`config.mk`:
```
export PLATFORM = sky130hd
export DESIGN_NAME = iss_queue
export DESIGN_NICKNAME = d
export VERILOG_FILES = /design/src/iss_pkg.sv /design/src/iss_queue.sv
export SDC_FILE = /design/constraint.sdc
export NUM_CORES = 1
export LEC_CHECK = 0
export CAP_MARGIN = 20
export CORE_MARGIN = 3
export CORE_UTILIZATION = 56
export CTS_CLUSTER_DIAMETER = 80
export CTS_CLUSTER_SIZE = 12
export DETAILED_ROUTE_END_ITERATION = 12
export DONT_BUFFER_PORTS = 1
export HOLD_SLACK_MARGIN = 0.15
export PLACE_DENSITY = 0.71
export SKIP_CTS_REPAIR_TIMING = 1
export SYNTH_ARGS = -nofsm -noshare
export SYNTH_HDL_FRONTEND = slang
export SYNTH_SLANG_ARGS = --single-unit
export TNS_END_PERCENT = 20
```
`constraint.sdc`:
```
create_clock -name clk -period 2.7 [get_ports clk]
set_clock_uncertainty 0.2 [all_clocks]
set_input_delay 0.135 -clock clk [delete_from_list [all_inputs] [get_ports clk]]
set_output_delay 0.135 -clock clk [all_outputs]
set_load 0.03 [all_outputs]
```
`src/iss_pkg.sv`:
```
`timescale 1ns / 1ps
// ----------------------------------------------------------------------------
// iss_pkg
// Shared constants and types of the integer set sorter.
// ----------------------------------------------------------------------------
package iss_pkg;

    localparam int MAX_ELEMS  = 64;
    localparam int ELEM_WIDTH = 32;
    localparam int CNT_W      = $clog2(MAX_ELEMS + 1);
    localparam int Q_DEPTH    = 2;
    localparam int Q_PTR_W    = $clog2(Q_DEPTH);
    localparam int Q_CNT_W    = $clog2(Q_DEPTH + 1);

    // one classified beat handed from front to back
    typedef struct packed {
        logic signed [ELEM_WIDTH-1:0] value;
        logic                         last;
        logic                         keep;  // element fits in the store
        logic                         ovf;   // set lost an element so far
    } iss_entry_t;

    typedef enum logic [1:0] {
        BK_LOAD,
        BK_SORT,
        BK_EMIT
    } iss_back_state_t;

endpackage

```
`src/iss_queue.sv`:
```
`timescale 1ns / 1ps
// ----------------------------------------------------------------------------
// iss_queue
// Short FIFO of classified beats between front and back.
// ----------------------------------------------------------------------------
module iss_queue (
    input  logic                clk,
    input  logic                rst_n,
    input  logic                push,
    input  iss_pkg::iss_entry_t wr_entry,
    output logic                full,
    input  logic                pop,
    output logic                not_empty,
    output iss_pkg::iss_entry_t rd_entry
);
    import iss_pkg::*;

    iss_entry_t         mem_reg [Q_DEPTH];
    logic [Q_PTR_W-1:0] wr_ptr_reg, wr_ptr_next;
    logic [Q_PTR_W-1:0] rd_ptr_reg, rd_ptr_next;
    logic [Q_CNT_W-1:0] cnt_reg, cnt_next;
    logic               do_push, do_pop;

    assign full      = (cnt_reg == Q_CNT_W'(Q_DEPTH));
    assign not_empty = (cnt_reg != '0);
    assign do_push   = push && !full;
    assign do_pop    = pop && not_empty;
    assign rd_entry  = mem_reg[rd_ptr_reg];

    always_comb
    begin
        wr_ptr_next = wr_ptr_reg;
        rd_ptr_next = rd_ptr_reg;
        cnt_next    = cnt_reg;
        if (do_push)
            wr_ptr_next = (wr_ptr_reg == Q_PTR_W'(Q_DEPTH - 1)) ? '0 : wr_ptr_reg + 1'b1;
        if (do_pop)
            rd_ptr_next = (rd_ptr_reg == Q_PTR_W'(Q_DEPTH - 1)) ? '0 : rd_ptr_reg + 1'b1;
        if (do_push && !do_pop)
            cnt_next = cnt_reg + 1'b1;
        else if (do_pop && !do_push)
            cnt_next = cnt_reg - 1'b1;
    end

    always_ff @(posedge clk or negedge rst_n)
    begin
        if (!rst_n)
        begin
            wr_ptr_reg <= '0;
            rd_ptr_reg <= '0;
            cnt_reg    <= '0;
        end
        else
        begin
            wr_ptr_reg <= wr_ptr_next;
            rd_ptr_reg <= rd_ptr_next;
            cnt_reg    <= cnt_next;
        end
    end

    always_ff @(posedge clk)
    begin
        if (do_push)
            mem_reg[wr_ptr_reg] <= wr_entry;
    end

endmodule

```
==> impl_metrics.env <==
export IMPL_tritoncts="built"
export IMPL_maxSlewViolCount=0
export IMPL_insertion_delay_ns=0.33
export IMPL_ctsRootBufferMaster="clkbuf_8"
export IMPL_grt_max_degree=25
export IMPL_final_util_pct=73.3
export IMPL_yosysWarnings=0
export IMPL_core_area_um2=4850
export IMPL_path_clk_slew_ns=0.07
export IMPL_hpwl_mm=2.91
export IMPL_seqPwrFrac_pct=43.0
export IMPL_synth_mux_area_share_pct=17.5
export IMPL_swShare_pct=35.1
export IMPL_setup_tns_ns=0
export IMPL_die_area_um2=6030
export IMPL_pin_count=76
export IMPL_reg2reg_slack_ns=0.79
export IMPL_wl_per_cell_um=18.7
export IMPL_synth_compound_area_share_pct=0
export IMPL_min_delay_start="wr_entry[34]"
export IMPL_gp_congestion=0.721
export IMPL_netlist_area_um2=2880
export IMPL_yosys_area_share_adder_pct=0.435
export IMPL_grt_busiest_layer="met2"
export IMPL_use_met2_pct=25.0
export IMPL_area_growth_pct=23.5
export IMPL_setup_violations=0
export IMPL_criticalPathCategory="reg2out"
export IMPL_synth_async_reset_ratio_pct=5.41
export IMPL_dieWidth_um=77.7
export IMPL_globalRouteOverflowTotal=0
export IMPL_pwr_share_comb_pct=35.3
export IMPL_antenna_found_initial=0
export IMPL_status="complete, no violations"
export IMPL_synth_top_area_share_pct=73.1
export IMPL_cts_made_buffers=9
export IMPL_synthTopCellsByCount="edfxtp_1, mux2_4, mux2_2"
export IMPL_p_per_area_nw_per_um2=1140
export IMPL_startpoint="rd_ptr_reg$_DFFE_PN0P_"
export IMPL_ys_types=16
export IMPL_p_switching_w=0.00143
export IMPL_synthSimpleGateAreaFrac_pct=1.26
export IMPL_htreeDepth=3
export IMPL_synth_xor_area_share_pct=1.52
export IMPL_detail_route_antenna_nets=0
export IMPL_remaining_drc_errors=0
export IMPL_leakagePower_nw=1.31
export IMPL_dpl_worst_slack_ns=0.813
export IMPL_initial_core_util_pct=59.3
export IMPL_grt_usage_pct=14.7
export IMPL_hold_class="in2reg"
export IMPL_synthTopCellsByArea="edfxtp_1, mux2_4, dfrtp_1"
export IMPL_antenna_cells=0
export IMPL_drtPass1Iterations=4
export IMPL_max_freq_mhz=470
export IMPL_syn_inst=128
export IMPL_yosysMostFrequentCell="edfxtp_1"
export IMPL_drt_iter0_markers=76
export IMPL_fin_ws_ns=0.574
export IMPL_vdd_drop_max_mv=0.854
export IMPL_synth_edf_count=70
export IMPL_clockBufferDepth=2
export IMPL_power_w=0.00406
export IMPL_worstPathRequired_ns=2.37
export IMPL_synthesis_nets=168
export IMPL_hold_ws_ns=0.250
export IMPL_fin_crit_sh_pct=78.7
export IMPL_hold_viol=0
export IMPL_critical_path_arrival_ns=1.79
export IMPL_grt_use_met3_pct=6.61
export IMPL_drive_gt1_share_pct=30.6
export IMPL_cts_sinks=74
export IMPL_dr_total_vias=1276
export IMPL_reg2reg_from="cnt_reg[0]$_DFFE_PN0P_"
export IMPL_clkPwrFrac_pct=21.7
export IMPL_grt_setup_unrepaired="no"
export IMPL_synth_seq_cells=74
export IMPL_synth_top_family_by_area="multiplexers"
export IMPL_drt_wl_total_mm=4.69
export IMPL_crit_path_start_kind="flip-flop"
export IMPL_avgSynthCellArea_um2=22.5
export IMPL_ys_seq_area_share_pct=76.6
export IMPL_tightest_slew_ns=0.723
export IMPL_portBuffers=0
export IMPL_fin_nets=218
export IMPL_cp_max_fo=24
export IMPL_rows=25
export IMPL_grt_pass1_wl_mm=6.37
export IMPL_synth_top_area_cell="edfxtp_1"
export IMPL_chipHeight_um=77.7
export IMPL_p_int_w=0.00264
export IMPL_largest_reg_flops=70
export IMPL_relSlewSlack_pct=51.8
export IMPL_cap_violations=0
export IMPL_crit_path_end_kind="output pin"
export IMPL_grt_use_met1_pct=14.2
export IMPL_synth_ff_type="edfxtp_1"
export IMPL_via_per_inst=5.10
export IMPL_grt_pass1_vias=1250
export IMPL_min_period_ns=2.13
[power groups by stage]
stage                     Clock, W  Combinational (W)  Sequential (W)
after detailed placement         0            0.00139         0.00178
final                     0.000883            0.00143         0.00175
after global placement           0            0.00136         0.00175
after floorplan                  0            0.00138         0.00166
after CTS                 0.000894            0.00139         0.00175
after global routing      0.000953            0.00150         0.00178
[final cells by class]
| type | instances | area [um^2] |
|---|---|---|
| clock buffers | 9 | 124 |
| clock inverters | 7 | 83.8 |
| well taps | 67 | 83.8 |
| multi-input cells | 48 | 604 |
| flip-flops and latches | 74 | 2200 |
| repair buffers | 43 | 445 |
| inverters | 2 | 7.51 |
| fillers | 295 | 1300 |
[cell usage in the layout (no fill, tap or decap), drive strengths merged]
cell	count
xor2	2
bufinv	2
clkinvlp	1
mux2	35
dlygate4sd3	39
or2	1
xnor2	3
nand2b	1
clkbuf	9
nand2	2
and3	1
dfrtp	4
clkinv	4
inv	2
ha	1
edfxtp	70
buf	4
nor2	2
[cells by family after synthesis]
logic type                 after synthesis
buffers and inverters                    6
adders and majority gates                1
muxes                                   35
DFF                                     74
xor gates and xnor gates                 5
and+or+nand+nor                          7
[metal layers]
metal	vias up	share of wire (%)
met5	-	0
met2	46	54
met4	0	2.2
met3	9	5.1
met1	629	39
li1	592	-
[path summary, 6_finish.rpt]
| kind | endpoint | cells past startpoint |
|---|---|---|
| worst min-delay path | mem_reg[0][34]$_DFFE_PP_ | 1 |
| worst max register to register | mem_reg[0][28]$_DFFE_PP_ | 4 |
| worst min register to register | cnt_reg[1]$_DFFE_PN0P_ | 1 |
| max in group asynchronous | rd_ptr_reg$_DFFE_PN0P_ | 2 |
| min in group asynchronous | cnt_reg[1]$_DFFE_PN0P_ | 2 |
| worst max-delay path | rd_entry[21] | 2 |
[worst max-delay path, cell delays in order (launching register included)]
cell	delay, ns
dfrtp_2	0.84
buf_12	0.24
mux2_4	0.36
[stage by stage]
step / area [um^2] / std cells
floorplan: 2880 / 128
global placement: 2950 / 195
detailed placement: 2950 / 195
CTS: 3160 / 211
global route: 3550 / 250
finish: 3550 / 250
Power figures use the tool's default switching activity.
