===== src/iss_pkg.sv =====
`timescale 1ns / 1ps
// ----------------------------------------------------------------------------
// iss_pkg
// Shared constants and types of the integer set sorter.
// ----------------------------------------------------------------------------
package iss_pkg;

    localparam int MAX_ELEMS  = 64;
    localparam int ELEM_WIDTH = 32;
    localparam int CNT_W      = $clog2(MAX_ELEMS + 1);
    localparam int Q_DEPTH    = 2;
    localparam int Q_PTR_W    = $clog2(Q_DEPTH);
    localparam int Q_CNT_W    = $clog2(Q_DEPTH + 1);

    // one classified beat handed from front to back
    typedef struct packed {
        logic signed [ELEM_WIDTH-1:0] value;
        logic                         last;
        logic                         keep;  // element fits in the store
        logic                         ovf;   // set lost an element so far
    } iss_entry_t;

    typedef enum logic [1:0] {
        BK_LOAD,
        BK_SORT,
        BK_EMIT
    } iss_back_state_t;

endpackage


===== src/iss_in_if.sv =====
`timescale 1ns / 1ps
// ----------------------------------------------------------------------------
// iss_in_if
// Input stream: one set element per beat, last closes the set.
// ----------------------------------------------------------------------------
interface iss_in_if;

    logic                                 valid;
    logic                                 ready;
    logic signed [iss_pkg::ELEM_WIDTH-1:0] value;
    logic                                 last;

    modport source (output valid, output value, output last, input ready);
    modport sink   (input valid, input value, input last, output ready);

endinterface


===== src/iss_front.sv =====
`timescale 1ns / 1ps
// ----------------------------------------------------------------------------
// iss_front
// Accepts input beats, counts the set and marks elements beyond capacity.
// ----------------------------------------------------------------------------
module iss_front (
    input  logic                clk,
    input  logic                rst_n,
    iss_in_if.sink              in_stream,
    input  logic                q_full,
    output logic                q_push,
    output iss_pkg::iss_entry_t q_entry
);
    import iss_pkg::*;

    logic [CNT_W-1:0] cnt_reg, cnt_next;
    logic             ovf_reg, ovf_next;
    logic             keep;
    logic             accept;

    assign in_stream.ready = !q_full;
    assign accept          = in_stream.valid && !q_full;
    assign keep            = (cnt_reg < CNT_W'(MAX_ELEMS));

    always_comb
    begin
        q_push        = accept;
        q_entry.value = in_stream.value;
        q_entry.last  = in_stream.last;
        q_entry.keep  = keep;
        q_entry.ovf   = ovf_reg || !keep;
    end

    always_comb
    begin
        cnt_next = cnt_reg;
        ovf_next = ovf_reg;
        if (accept)
        begin
            if (in_stream.last)
            begin
                cnt_next = '0;
                ovf_next = 1'b0;
            end
            else
            begin
                cnt_next = cnt_reg + CNT_W'(keep);
                ovf_next = ovf_reg || !keep;
            end
        end
    end

    always_ff @(posedge clk or negedge rst_n)
    begin
        if (!rst_n)
        begin
            cnt_reg <= '0;
            ovf_reg <= 1'b0;
        end
        else
        begin
            cnt_reg <= cnt_next;
            ovf_reg <= ovf_next;
        end
    end

endmodule


===== src/flat_wrapper.sv =====
// flat-port wrapper written by rule: the top's interface ports become plain ports
module iss_front_flat import iss_pkg::*;
  (clk, rst_n, q_full, q_push, q_entry, in_stream_valid, in_stream_value, in_stream_last, in_stream_ready);
  iss_in_if in_stream_i ();
  input  logic clk;
  input  logic rst_n;
  input  logic q_full;
  output logic q_push;
  output iss_pkg::iss_entry_t q_entry;
  input wire logic [$bits(in_stream_i.valid)-1:0] in_stream_valid;
  input wire logic [$bits(in_stream_i.value)-1:0] in_stream_value;
  input wire logic [$bits(in_stream_i.last)-1:0] in_stream_last;
  output wire logic [$bits(in_stream_i.ready)-1:0] in_stream_ready;
  assign in_stream_i.valid = in_stream_valid;
  assign in_stream_i.value = in_stream_value;
  assign in_stream_i.last = in_stream_last;
  assign in_stream_ready = in_stream_i.ready;
  iss_front u_core (.clk(clk), .rst_n(rst_n), .in_stream(in_stream_i), .q_full(q_full), .q_push(q_push), .q_entry(q_entry));
endmodule

===== config.mk =====
export PLATFORM = sky130hd
export DESIGN_NAME = iss_front_flat
export DESIGN_NICKNAME = d
export VERILOG_FILES = /design/src/iss_pkg.sv /design/src/iss_in_if.sv /design/src/iss_front.sv /design/src/flat_wrapper.sv
export SDC_FILE = /design/constraint.sdc
export NUM_CORES = 1
export LEC_CHECK = 0
export BUFFER_PORTS_ARGS = -buffer_cell sky130_fd_sc_hd__buf_2
export CAP_MARGIN = 20
export CELL_PAD_IN_SITES_DETAIL_PLACEMENT = 0
export CELL_PAD_IN_SITES_GLOBAL_PLACEMENT = 1
export CORE_AREA = 2 2 58 60
export DETAILED_ROUTE_END_ITERATION = 10
export DIE_AREA = 0 0 60 62
export PLACE_DENSITY = 0.85
export SYNTH_ARGS = -nofsm -noshare
export SYNTH_HDL_FRONTEND = slang
export SYNTH_SLANG_ARGS = --single-unit

===== constraint.sdc =====
create_clock -name clk -period 3.8 [get_ports clk]
set_clock_uncertainty 0.1 [all_clocks]
set_input_delay 0.38 -clock clk [delete_from_list [all_inputs] [get_ports clk]]
set_output_delay 0.38 -clock clk [all_outputs]
set_load 0.02 [all_outputs]

==> impl_metrics.tcl <==
set metrics [dict create \
    outcome "completed" \
    grt_max_degree 14 \
    total_power_mw 0.2076 \
    syn_area_per_cell_sq_um 9.079 \
    syn_to_final_growth_pct -18.32 \
    drtPass1Iterations 5 \
    cp.arrival_ns 1.73 \
    grt_pass1_wl_microns 2021 \
    grt_pass1_vias 426 \
    synthSimpleGateAreaFrac 0.1681 \
    power.density_mw_per_mm2 341.4 \
    track_usage 0.07929 \
    port-buffer-count 9 \
    rsz0062_at_grt "false" \
    nets 101 \
    ir_drop_uv 71.24 \
    multi_input_area_sq_um 261.5 \
    gp_congestion 0.8102 \
    worstSetupStartpointType "register" \
    syn_nets 122 \
    worst_slack_ns 2.102 \
    path_clk_slew_ns 0.05 \
    layout-drive-gt1-share 0.2881 \
    crit_path_top_delay_cell "dfrtp_1" \
    ant_nets 0 \
    synth-edff-count 0 \
    die_x_microns 60 \
    final_cell_mix "9 x buf_2, 8 x dfrtp_1, 4 x nand3_1, 4 x nand2_1, 4 x o21ai_0" \
    post_cts_buffers 0 \
    via_per_inst 4.133 \
    path_cells "inv_1 -> ha_1 -> ha_1 -> nand3_1 -> o311ai_2 -> o41ai_2" \
    pin_count 74 \
    cts_hold_buf 1 \
    rrSetupSlack_ns 2.10 \
    synth_top_family_by_area "buffers and inverters" \
    row_count 21 \
    setup_viol 0 \
    slowest_delay_ns 0.41 \
    drt-total-wl_microns 1257 \
    reg2reg_depth 6 \
    netlist_area_sq_um 744.5 \
    grt.overflow.total 0 \
    cap_violations 0 \
    regArea_sq_um 200.2 \
    r2r-end "u_core.cnt_reg[6]" \
    min_path_cells 1 \
    drcViolationCount 0 \
    worst-setup-path-type "register to register" \
    muxShareOfSynthArea 0 \
    synthDistinctLibCells 24 \
    synthXorXnorAreaFrac 0 \
    yosys.area_share.adder 0.05042 \
    clock_path_buffers 2 \
    hold_end "u_core.cnt_reg[5]" \
    worst_pin_slew_ns 0.2519 \
    hold_class "register to register" \
    required_ns 3.83 \
    root_buffer "clkbuf_4" \
    drt_iter0_drc 8 \
    power.leakage_nw 0.2687 \
    report.final.hold_viol_count 0 \
    min_from "u_core.cnt_reg[5]" \
    layout_commonest_cell "buf_2" \
    cts_tree "yes" \
    start_util 0.2342 \
    path_max_fanout 4 \
    timing.fmax_mhz 588.9 \
    coreArea_sq_mm 0.003179 \
    synth_ff_type "dfrtp_1" \
    largest_reg_flops 7 \
    finalCriticalPeriod_ns 1.698 \
    ys_ff_latch 8 \
    fin_setup_tns_ns 0 \
    cts-resized-gates 0 \
    dpl.hpwl_microns 981.8 \
    path_common_cell "ha_1" \
    async_reset_ff_frac 1.000 \
    period_share 0.4469 \
    htreeDepth 1 \
    fill_cells 356 \
    relSlewSlack 0.8318 \
    end_kind "register" \
    worstSkewPairLatency_ns 0.26 \
    reg2reg_from "u_core.cnt_reg[6]" \
    fp.dieH_microns 62 \
    antenna_cells 0 \
    die_area_sq_mm 0.003720 \
    cts_buffers 3 \
    vias 434 \
    cts.sinks 8 \
    dp_slack_ns 2.100 \
    wire_per_inst_microns 11.97 \
    antenna_found_initial 0 \
    yosysSeqAreaShare 0.2689 \
    synth_compound_area_frac 0.1328 \
    yosys_warnings 0 \
    drv_slew 0 \
    netlist_instances 82 \
]
[worst max path at each step]
stage                      start           endpoint  slack, ns  depth (start not counted)
6_report       u_core.cnt_reg[6]  u_core.cnt_reg[6]       2.10                          6
3_5_place_dp   u_core.cnt_reg[6]  u_core.cnt_reg[6]       2.10                          6
2_1_floorplan  u_core.cnt_reg[6]  u_core.cnt_reg[6]       2.23                          6
3_3_place_gp   u_core.cnt_reg[6]  u_core.cnt_reg[6]       2.19                          6
5_1_grt        u_core.cnt_reg[6]  u_core.cnt_reg[6]       1.98                          6
4_1_cts        u_core.cnt_reg[6]  u_core.cnt_reg[6]       2.09                          6
[routing by layer]
| layer | global-route usage | vias up | share of wire |
|---|---|---|---|
| met5 | 0 | - | 0 |
| met4 | 0.07302 | 0 | 0.032 |
| met3 | 0.05176 | 4 | 0.14 |
| met2 | 0.1258 | 26 | 0.48 |
| met1 | 0.06784 | 206 | 0.35 |
| li1 | - | 198 | - |
[critical path, delay by kind of cell, from the launching register on]
kind                     cells  cell delay (ns)
AND/OR/NAND/NOR              1             0.17
AO/OA/AOI/OAI                2             0.43
adder cells (fa/ha/maj)      2             0.34
flip-flops                   1             0.41
buffers and inverters        1             0.12
[synthesized netlist by cell type, types with 2 or more instances]
master / n / area, sq um
buf_4: 34 / 255.2
dfrtp_1: 8 / 200.2
nand2_1: 4 / 15.01
nand3_1: 4 / 20.02
o21ai_0: 4 / 20.02
ha_1: 3 / 37.54
inv_1: 3 / 11.26
nand2b_1: 3 / 18.77
a221o_1: 2 / 20.02
nor2b_1: 2 / 12.51
nor4_1: 2 / 12.51
[cells by family (layout without fill, tap and decap cells)]
| family | count (synthesis) | after routing |
|---|---|---|
| adders and majority gates | 3 | 3 |
| and+or+nand+nor | 21 | 21 |
| buffers and inverters | 39 | 16 |
| AOI/OAI and AO/OA | 11 | 11 |
| DFF | 8 | 8 |
[final cells by class]
type | count | share of cell area
Clock buffer | 3 | 0.03704
Multi-Input combinational cell | 35 | 0.4300
Inverter | 3 | 0.01852
Timing Repair Buffer | 10 | 0.09054
Tap cell | 46 | 0.09465
Sequential cell | 8 | 0.3292
[metrics by stage]
stage / util / std cells / hold WS, ns / cell area, sq um
finish: 0.1913 / 105 / 0.4034 / 608.1
global route: 0.1913 / 105 / 0.4173 / 608.1
CTS: 0.1913 / 105 / 0.3976 / 608.1
detailed placement: 0.1810 / 101 / 0.1326 / 575.6
global placement: 0.1810 / 101 / 0.1309 / 575.6
floorplan: - / 82 / -0.01559 / 744.5
[power breakdown]
group          internal, mW  total (mW)  switching, mW  leakage [nW]
Combinational        0.0171      0.0360         0.0189         0.151
Sequential           0.0938       0.105         0.0113         0.103
Clock                0.0362      0.0665         0.0303        0.0138
Total                 0.147       0.208         0.0605         0.269
No activity file was read; power rests on OpenSTA's default activity.
